`src/sv/rrfb_pkg.sv`:
```
package rrfb_pkg;

    localparam logic [7:0]  FC_READ_HOLDING = 8'h03;
    localparam logic [7:0]  FC_WRITE_SINGLE = 8'h06;
    localparam logic [15:0] CRC_INIT        = 16'hFFFF;
    localparam logic [15:0] CRC_POLY        = 16'hA001;
    localparam int          HDR_LEN         = 6;

    localparam logic [3:0] STEP_IDLE  = 4'd0;
    localparam logic [3:0] STEP_FIRST = 4'd1;
    localparam logic [3:0] STEP_LAST  = 4'd8;

    typedef enum logic [2:0] {
        SRC_B0     = 3'd0,
        SRC_B1     = 3'd1,
        SRC_B2     = 3'd2,
        SRC_B3     = 3'd3,
        SRC_B4     = 3'd4,
        SRC_B5     = 3'd5,
        SRC_CRC_LO = 3'd6,
        SRC_CRC_HI = 3'd7
    } t_src;

    typedef struct packed {
        logic       accept;
        logic       emit;
        t_src       src;
        logic       crc_upd;
        logic       last;
        logic [3:0] jmp_target;
        logic [3:0] idle_target;
    } t_uword;

    typedef struct packed {
        logic load;
        logic emit;
        t_src src;
        logic crc_upd;
        logic last;
    } t_ctl;

    function automatic logic [15:0] crc_byte(input logic [15:0] crc, input logic [7:0] b);
        logic [15:0] c;
        c = crc ^ {8'h00, b};
        for (int k = 0; k < 8; k++) begin
            c = c[0] ? ((c >> 1) ^ CRC_POLY) : (c >> 1);
        end
        return c;
    endfunction

    function automatic t_uword ucode(input logic [3:0] step);
        t_uword w;
        w = '{accept: 1'b1, emit: 1'b0, src: SRC_B0, crc_upd: 1'b0, last: 1'b0,
              jmp_target: STEP_FIRST, idle_target: STEP_IDLE};
        unique case (step)
            4'd0: begin
                w.accept = 1'b1;
            end
            4'd1: w = '{1'b0, 1'b1, SRC_B0, 1'b1, 1'b0, STEP_FIRST, STEP_IDLE};
            4'd2: w = '{1'b0, 1'b1, SRC_B1, 1'b1, 1'b0, STEP_FIRST, STEP_IDLE};
            4'd3: w = '{1'b0, 1'b1, SRC_B2, 1'b1, 1'b0, STEP_FIRST, STEP_IDLE};
            4'd4: w = '{1'b0, 1'b1, SRC_B3, 1'b1, 1'b0, STEP_FIRST, STEP_IDLE};
            4'd5: w = '{1'b0, 1'b1, SRC_B4, 1'b1, 1'b0, STEP_FIRST, STEP_IDLE};
            4'd6: w = '{1'b0, 1'b1, SRC_B5, 1'b1, 1'b0, STEP_FIRST, STEP_IDLE};
            4'd7: w = '{1'b0, 1'b1, SRC_CRC_LO, 1'b0, 1'b0, STEP_FIRST, STEP_IDLE};
            4'd8: w = '{1'b1, 1'b1, SRC_CRC_HI, 1'b0, 1'b1, STEP_FIRST, STEP_IDLE};
            default: begin
                w.accept = 1'b1;
            end
        endcase
        return w;
    endfunction

endpackage

```
`src/sv/rrfb_seq.sv`:
```
module rrfb_seq (
    input  logic          i_clk,
    input  logic          i_rst_n,
    input  logic          i_valid,
    input  logic          i_func,
    input  logic [7:0]    i_reg_count,
    input  logic          i_out_free,
    output logic          o_ready,
    output rrfb_pkg::t_ctl o_ctl
);
    import rrfb_pkg::*;

    logic [3:0] r_step;
    logic [3:0] n_step;
    t_uword     w;
    logic       step_go;
    logic       start;

    assign w       = ucode(r_step);
    assign step_go = !w.emit || i_out_free;
    assign o_ready = w.accept && step_go;
    assign start   = i_valid && o_ready && !(!i_func && (i_reg_count == 8'h00));

    assign o_ctl.load    = start;
    assign o_ctl.emit    = w.emit && i_out_free;
    assign o_ctl.src     = w.src;
    assign o_ctl.crc_upd = w.crc_upd && w.emit && i_out_free;
    assign o_ctl.last    = w.last;

    always_comb begin
        if (!step_go) begin
            n_step = r_step;
        end else if (w.accept) begin
            n_step = start ? w.jmp_target : w.idle_target;
        end else begin
            n_step = r_step + 4'd1;
        end
    end

    always_ff @(posedge i_clk) begin
        if (!i_rst_n) begin
            r_step <= STEP_IDLE;
        end else begin
            r_step <= n_step;
        end
    end

    a_step_range: assert property (@(posedge i_clk) disable iff (!i_rst_n)
        r_step <= STEP_LAST)
        else $error("step counter out of program");

    a_start_first: assert property (@(posedge i_clk) disable iff (!i_rst_n)
        start |=> r_step == STEP_FIRST)
        else $error("accepted request did not start the frame");

    a_last_wrap: assert property (@(posedge i_clk) disable iff (!i_rst_n)
        (o_ctl.emit && o_ctl.last) |=> (r_step == STEP_IDLE || r_step == STEP_FIRST))
        else $error("sequencer did not return after the last word");

    a_no_upd_on_load: assert property (@(posedge i_clk) disable iff (!i_rst_n)
        !(o_ctl.crc_upd && o_ctl.load))
        else $error("CRC update collides with frame load");

endmodule

```
`src/sv/rrfb_datapath.sv`:
```
module rrfb_datapath (
    input  logic           i_clk,
    input  logic           i_rst_n,
    input  rrfb_pkg::t_ctl i_ctl,
    input  logic           i_func,
    input  logic [7:0]     i_slave_addr,
    input  logic [15:0]    i_reg_addr,
    input  logic [7:0]     i_reg_count,
    input  logic [15:0]    i_reg_value,
    input  logic           i_ready,
    output logic           o_out_free,
    output logic           o_valid,
    output logic [7:0]     o_frame_byte,
    output logic           o_last_byte
);
    import rrfb_pkg::*;

    logic [7:0]  r_store [HDR_LEN];
    logic [15:0] r_crc;
    logic [7:0]  r_out_byte;
    logic        r_out_last;
    logic        r_out_valid;
    logic [7:0]  sel_byte;

    always_comb begin
        case (i_ctl.src)
            SRC_CRC_LO: sel_byte = r_crc[7:0];
            SRC_CRC_HI: sel_byte = r_crc[15:8];
            default:    sel_byte = r_store[3'(i_ctl.src)];
        endcase
    end

    always_ff @(posedge i_clk) begin
        if (i_ctl.load) begin
            r_store[0] <= i_slave_addr;
            r_store[1] <= i_func ? FC_WRITE_SINGLE : FC_READ_HOLDING;
            r_store[2] <= i_reg_addr[15:8];
            r_store[3] <= i_reg_addr[7:0];
            r_store[4] <= i_func ? i_reg_value[15:8] : 8'h00;
            r_store[5] <= i_func ? i_reg_value[7:0] : i_reg_count;
        end
    end

    always_ff @(posedge i_clk) begin
        if (!i_rst_n) begin
            r_crc <= CRC_INIT;
        end else if (i_ctl.load) begin
            r_crc <= CRC_INIT;
        end else if (i_ctl.crc_upd) begin
            r_crc <= crc_byte(r_crc, sel_byte);
        end
    end

    always_ff @(posedge i_clk) begin
        if (!i_rst_n) begin
            r_out_valid <= 1'b0;
        end else if (i_ctl.emit) begin
            r_out_valid <= 1'b1;
        end else if (i_ready) begin
            r_out_valid <= 1'b0;
        end
    end

    always_ff @(posedge i_clk) begin
        if (i_ctl.emit) begin
            r_out_byte <= sel_byte;
            r_out_last <= i_ctl.last;
        end
    end

    assign o_out_free   = !r_out_valid || i_ready;
    assign o_valid      = r_out_valid;
    assign o_frame_byte = r_out_byte;
    assign o_last_byte  = r_out_last;

endmodule

```
`src/sv/register_request_frame_builder.sv`:
```
// Builds one eight-word request frame per accepted request: slave address, function code,
// register address high and low, count or value high and low, then the CRC-16 of the
// first six bytes, low byte first, with o_last_byte set on the final word. Words leave
// one per cycle while the output is taken, and the next request is accepted in the cycle
// its predecessor's last word is loaded; from idle, acceptance moves the program to its
// first step, which loads the first word. A read with count zero is consumed without
// starting a frame and produces nothing. The nine-step control program has an idle step,
// then one step per word through the single output register; the first six feed the CRC.
module register_request_frame_builder (
    input  logic        i_clk,
    input  logic        i_rst_n,
    input  logic        i_valid,
    output logic        o_ready,
    input  logic        i_func,
    input  logic [7:0]  i_slave_addr,
    input  logic [15:0] i_reg_addr,
    input  logic [7:0]  i_reg_count,
    input  logic [15:0] i_reg_value,
    output logic        o_valid,
    input  logic        i_ready,
    output logic [7:0]  o_frame_byte,
    output logic        o_last_byte
);
    import rrfb_pkg::*;

    t_ctl ctl;
    logic out_free;

    rrfb_seq u_seq (
        .i_clk       (i_clk),
        .i_rst_n     (i_rst_n),
        .i_valid     (i_valid),
        .i_func      (i_func),
        .i_reg_count (i_reg_count),
        .i_out_free  (out_free),
        .o_ready     (o_ready),
        .o_ctl       (ctl)
    );

    rrfb_datapath u_dp (
        .i_clk        (i_clk),
        .i_rst_n      (i_rst_n),
        .i_ctl        (ctl),
        .i_func       (i_func),
        .i_slave_addr (i_slave_addr),
        .i_reg_addr   (i_reg_addr),
        .i_reg_count  (i_reg_count),
        .i_reg_value  (i_reg_value),
        .i_ready      (i_ready),
        .o_out_free   (out_free),
        .o_valid      (o_valid),
        .o_frame_byte (o_frame_byte),
        .o_last_byte  (o_last_byte)
    );

endmodule
```
`config.mk`:
```
export PLATFORM = sky130hd
export DESIGN_NAME = register_request_frame_builder
export DESIGN_NICKNAME = d
export VERILOG_FILES = /design/src/sv/rrfb_pkg.sv /design/src/sv/rrfb_seq.sv /design/src/sv/rrfb_datapath.sv /design/src/sv/register_request_frame_builder.sv
export SDC_FILE = /design/constraint.sdc
export NUM_CORES = 1
export LEC_CHECK = 0
export BUFFER_PORTS_ARGS = -buffer_cell sky130_fd_sc_hd__buf_4
export CAP_MARGIN = 0
export CORE_ASPECT_RATIO = 0.8
export CORE_MARGIN = 2
export CORE_UTILIZATION = 50
export CTS_CLUSTER_SIZE = 12
export DETAILED_ROUTE_END_ITERATION = 8
export PLACE_DENSITY = 0.72
export SYNTH_ARGS = -nofsm -noshare
export SYNTH_HDL_FRONTEND = slang
export SYNTH_SLANG_ARGS = --single-unit
```
`constraint.sdc`:
```
create_clock -name i_clk -period 9.1 [get_ports i_clk]
set_input_delay 1.365 -clock i_clk [delete_from_list [all_inputs] [get_ports i_clk]]
set_output_delay 1.365 -clock i_clk [all_outputs]
set_load 0.03 [all_outputs]
```
**Yosys cells after proc, flatten, opt, wreduce, memory -nomap -nowiden**

Memories as Yosys holds them, arrays and structs flattened.
Cells that the tools add are included.

- Register bits: 30
- Memory bits (writable): 48
- Input bits: 53
- Word-level logic and storage cells: 64
- Memories kept: 1

Memory list:

| name | words | width | read ports | clocked after memory_dff | write ports | RTL line | source |
|---|---|---|---|---|---|---|---|
| u_dp.r_store | 6 | 8 | 1 | 0 | 6 | rrfb_datapath.sv:18 | `logic [7:0] r_store [HDR_LEN];` |

- Add/subtract/negate cells: 1
- Equality and inequality tests: 10
- Mux-type cells: 20
- Bitwise logic cells: 10
- Reduce and logical (&&, ||, !) cells: 17

Operators with widths:

| operator | count |
|---|---|
| $mux 16 | 8 |
| $pmux 14 s8 | 1 |
| $not 2->3 | 8 |
| $eq 4x3->1 const B | 4 |
| $mux 8 | 2 |
| $pmux 8 s2 | 1 |
| $xor 16x8->16 | 1 |
| $eq 4x2->1 const B | 2 |
| $logic_not 8->1 | 1 |
| $mux 4 | 2 |
| $logic_and 1x1->1 | 7 |
| $reduce_or 7->1 | 1 |
| $eq 3x3->1 const B | 2 |
| $mux 1 | 5 |
| $add 4x1->4 const B | 1 |
| $eq 4x1->1 const B | 1 |
| $eq 4x4->1 const B | 1 |
| $logic_not 1->1 | 4 |
| $mux 3 | 1 |
| $logic_or 1x1->1 | 2 |
| $reduce_bool 2->1 | 1 |
| $reduce_or 2->1 | 1 |
| $not 1->1 | 1 |

**Logic depth before layout (Yosys ltp)**

- Depth after elaboration: 21
- Mapped depth: 14
- Gate-level depth less buffers: 12

**Modules after synthesis**

Synthesis repeated with hierarchy kept, for this count alone.

- Cell total of the unflattened synthesis: 304
- Area total of the unflattened synthesis: 3588.4 um^2

By module, submodules not included:

| module | instances | cells each | area an instance (um^2) |
|---|---|---|---|
| rrfb_datapath | 1 | 253 | 3175.5 |
| rrfb_seq | 1 | 51 | 412.9 |

**Worst setup path before layout**

Ideal clock, no wire load.

- Path type: input to register
- Start point: input i_ready
- End point: register u_dp.r_crc[12]
- Arrival time: 3776 ps
- Required time: 9021 ps
- Path slack: 5245 ps
- Stages: 8
- Path through: nand2b_1 -> nor2_1 -> nor2_1 -> and3_1 -> nor2b_1 -> clkbuf_1 -> clkbuf_1 -> o211ai_1

RTL lines:

| item | RTL line | source |
|---|---|---|
| start: declaration | register_request_frame_builder.sv:20 | `input logic i_ready,` |
| end signal: assignment | rrfb_datapath.sv:50 | `r_crc <= crc_byte(r_crc, sel_byte);` |
| end: declaration | rrfb_datapath.sv:19 | `logic [15:0] r_crc;` |

**Worst setup path after layout**

- Start point: register u_seq.r_step[0]
- End point: register u_dp.r_crc[0]

- Word-level cells in the longest chain between the ends: 14
- Elaborated cells on any way between the ends: 39
- Those cells by class: eq/ne: 10; mux: 11; bitwise: 8; reduce/logical: 9; memory: 1

Ends and longest elaborated chain:

| item | RTL line | source |
|---|---|---|
| start: declaration | rrfb_seq.sv:13 | `logic [3:0] r_step;` |
| start signal: assignment | rrfb_seq.sv:44 | `r_step <= n_step;` |
| $eq 4x4->1 (tied with other cells) | rrfb_pkg.sv:55 | `unique case (step)` |
| $pmux 14 s8 | rrfb_pkg.sv:55 |  |
| $mem_v2 6x8 or $eq 3x3->1 (tied branches) | -- |  |
| $pmux 8 s2 | rrfb_datapath.sv:26 | `case (i_ctl.src)` |
| $xor 16x8->16 | rrfb_pkg.sv:44 | `c = crc ^ {8'h00, b};` |
| $mux 16 or $not 2->3 (tied branches) (6 in series) | -- |  |
| $not 2->3 (no line) or $mux 16 (tied branches) | -- |  |
| $mux 16 (2 in series) | rrfb_pkg.sv:46 | `c = c[0] ? ((c >> 1) ^ CRC_POLY) : (c >> 1);` |

Several ways; a longest one is shown, not always the timed one.
A chain may end at the register's enable or synchronous reset.

==> results_dict.tcl <==
set metrics [dict create \
    outcome "finished, final reports clean" \
    ant_nets 0 \
    worstMarginPinSlew_ns 1.198 \
    worst_setup_path_end_kind "flop" \
    numClockSinks 72 \
    crit_fanout 16 \
    cp_top_family "compound AO/OA/AOI/OAI gates" \
    syn-cell-area_sq_mm 0.003689 \
    synth_area_leaders "edfxtp_1, dfxtp_1, mux2i_1, mux2_2, nor2_1" \
    num_vias 2697 \
    numCtsBuffers 9 \
    combinationalPowerShare 0.321 \
    stdcell_area_sq_mm 0.004412 \
    synth-seq-cells 72 \
    rsz0062_at_grt "false" \
    num-nets-final 432 \
    ir_worst_vdd_uv 129.0 \
    dp_hpwl_um 6150 \
    synth-edff-count 51 \
    cts_setup_buffers 0 \
    p_seq_frac 0.418 \
    track_usage 0.2266 \
    die_area_sq_mm 0.008084 \
    synth.yosys.seq_area_share 0.5292 \
    first_pass_iters 5 \
    rows 27 \
    timing.critical_path.mode_cell "xnor2_1" \
    yosys_warnings 0 \
    cp_cell_sequence "inv_1 -> ha_1 -> nor2b_1 -> o22a_1 -> a2111oi_0 -> a211oi_1 -> nor3_2 -> mux2i_1 -> xnor2_1 -> xnor3_2 -> xnor2_1 -> o211ai_2" \
    grt_max_degree 45 \
    drive_gt1_frac 0.3079 \
    reg2reg_slack_ns 5.01 \
    path_clk_slew_ns 0.08 \
    cp_data_required_time_ns 9.28 \
    syn_area_per_cell_sq_um 11.71 \
    period_minus_slack_ns 4.091 \
    h-tree-depth 3 \
    syn_inst 315 \
    cts_tree "yes" \
    fill_cells 575 \
    reg2reg_from "u_seq.r_step[0]" \
    ys_types 63 \
    die_y_um 80.82 \
    initial_utilization 0.5249 \
    finalHoldViolCount 0 \
    finClkSkew_ns 0.008663 \
    drt-total-wl_um 8353 \
    synth_ff_type "edfxtp_1" \
    drc_errors 0 \
    dp_slack_ns 5.018 \
    p_switching_mw 0.3280 \
    clk-insertion-delay-late_ns 0.36 \
    crit_slowest_cell "a2111oi_0" \
    syn_to_final_growth_pct 19.61 \
    hold_class "flop to flop" \
    p_leak_nw 1.736 \
    holdPathEnd "u_dp.r_crc[12]" \
    path_buf_inv 1 \
    place_area_sq_mm 0.004193 \
    avgViaCountPerCell 5.775 \
    gp_congestion 0.9202 \
    p_int_mw 0.7286 \
    pwr-share-clk 0.261 \
    grt_pass1_vias 2601 \
    place.port_buffers 63 \
    slew_headroom 0.1998 \
    antenna_cells 0 \
    drv_slew 0 \
    clock-root-buffer "clkbuf_8" \
    hold_depth 2 \
    fin_crit_sh 0.4496 \
    crit_type "flop to flop" \
    worstReg2RegEnd "u_dp.r_crc[0]" \
    swShare 0.3104 \
    wl_per_cell_um 17.89 \
    grt_pass1_wl_um 13700 \
    slowest_delay_ns 0.60 \
    p_per_area_mw_per_mm2 239.5 \
    clockBufferDepth 2 \
    max_freq_ghz 0.2444 \
    pin_count 64 \
    r2r_cells 12 \
    finalSetupViolations 0 \
    cts-resized-gates 0 \
    yosysTopAreaCellShare 0.4152 \
    setup_tns_ns 0 \
    grt_antenna_before_repair 0 \
    drt-initial-drc-count 201 \
    placeableCoreArea_sq_mm 0.007027 \
    yosys.area.top_type "edfxtp_1" \
    async_flop_share 0 \
    worst_setup_path_start_kind "flop" \
    synth_nets 372 \
    cp.arrival_ns 4.27 \
    gr-total-overflow 0 \
    cap_violations 0 \
    die_w_um 100.0 \
    cts_hold_buf 0 \
    min_from "u_dp.r_crc[12]" \
    setup_slack_ns 5.009 \
]
==> flip-flops by register name, indices dropped and copies added, names as in the netlist <==
name               flops
u_dp.o_last_byte       1
u_dp.o_valid           1
u_dp.r_crc            16
u_seq.r_step           4
u_dp.o_frame_byte      8
u_dp.r_store          42
==> cell type report <==
class	instances	area, sq um	area share
Timing Repair Buffer	63	473.0	0.1072
Clock buffer	9	123.9	0.02808
Multi-Input combinational cell	222	1633	0.3701
Inverter	7	26.28	0.005956
Clock inverter	7	95.09	0.02155
Tap cell	87	108.9	0.02467
Sequential cell	72	1952	0.4424
==> layout by cell type, fill, tap and decap left out, types with 4 or more instances in the layout <==
master,instances
a211oi_2,4
a21oi_1,5
and2_1,8
buf_4,63
clkbuf_8,9
dfxtp_1,21
edfxtp_1,51
ha_1,4
inv_1,7
mux2_2,10
mux2i_1,13
nand2_1,29
nand2b_1,5
nand3_1,7
nor2_1,30
nor2b_1,8
o211ai_1,7
o21a_1,7
o21ai_0,9
xnor2_1,9
==> layer usage <==
metal / up-vias / track usage / part of all wire
li1: 1292 / - / -
met1: 1254 / 0.3148 / 0.47
met2: 129 / 0.3277 / 0.42
met3: 22 / 0.07487 / 0.091
met4: 0 / 0.09452 / 0.022
met5: - / 0 / 0
==> power by group through the flow <==
| stage | Sequential, mW | Combinational (mW) | Clock (mW) |
|---|---|---|---|
| after floorplan | 0.458 | 0.241 | 0 |
| after global placement | 0.448 | 0.333 | 0 |
| after detailed placement | 0.449 | 0.337 | 0 |
| after CTS | 0.441 | 0.339 | 0.283 |
| after global routing | 0.446 | 0.368 | 0.297 |
| final | 0.442 | 0.340 | 0.275 |
==> worst register-to-register path, stage by stage, from the launching register on <==
cell and delay (ns):
dfxtp_1 0.42, inv_1 0.11, ha_1 0.47, nor2b_1 0.32
o22a_1 0.26, a2111oi_0 0.60, a211oi_1 0.15, nor3_2 0.35
mux2i_1 0.45, xnor2_1 0.21, xnor3_2 0.30, xnor2_1 0.19
o211ai_2 0.09
==> synthesized netlist by cell type (all sizes together), types with 2 or more instances <==
| library cell | n |
|---|---|
| nor2 | 34 |
| inv | 7 |
| clkbuf | 7 |
| nand2b | 5 |
| nand3b | 2 |
| o22a | 2 |
| o21ai | 12 |
| xnor3 | 2 |
| dfxtp | 21 |
| mux2i | 17 |
| xor2 | 3 |
| and3 | 3 |
| nand2 | 29 |
| o2bb2ai | 2 |
| nor2b | 8 |
| o221ai | 3 |
| nor3 | 3 |
| a211oi | 7 |
| nor4 | 2 |
| o22ai | 4 |
| edfxtp | 51 |
| nand3 | 7 |
| a2bb2oi | 2 |
| and2 | 8 |
| a221oi | 2 |
| mux2 | 11 |
| o21a | 7 |
| a221o | 3 |
| a21oi | 8 |
| o211ai | 8 |
| ha | 4 |
| xnor2 | 9 |
| a31oi | 2 |
| buf | 7 |
==> cells by family (layout without fill, tap and decap cells) <==
family / after synthesis / after routing / synth area share
XOR/XNOR: 15 / 15 / 0.04749
adder cells (fa/ha/maj): 4 / 4 / 0.01357
flip-flops: 72 / 72 / 0.5292
AO/OA/AOI/OAI: 72 / 72 / 0.1554
AND/OR/NAND/NOR: 103 / 103 / 0.1398
multiplexers: 28 / 28 / 0.08616
buffers and inverters: 21 / 86 / 0.02849
==> per-stage QoR <==
step | hold WS, ns | power [mW] | instances | util
6_report | 0.5193 | 1.057 | 467 | 0.6278
5_1_grt | 0.5456 | 1.111 | 467 | 0.6278
4_1_cts | 0.5206 | 1.063 | 467 | 0.6278
3_5_place_dp | 0.5079 | 0.7859 | 451 | 0.5967
3_3_place_gp | 0.4911 | 0.7804 | 451 | 0.5967
2_1_floorplan | 0.4628 | 0.6987 | 315 | -
==> how the worst max path moves through the flow <==
stage               startpoint              to  slack, ns  cells after the start
6_report       u_seq.r_step[0]   u_dp.r_crc[0]       5.01                     12
5_1_grt        u_seq.r_step[0]   u_dp.r_crc[0]       4.76                     12
2_1_floorplan          i_ready  u_dp.r_crc[12]       5.24                      8
4_1_cts        u_seq.r_step[0]   u_dp.r_crc[0]       5.11                     12
3_3_place_gp           i_ready  u_dp.r_crc[10]       5.09                      7
3_5_place_dp           i_ready  u_dp.r_crc[13]       5.02                      7
(Power assumes the default switching activity.)
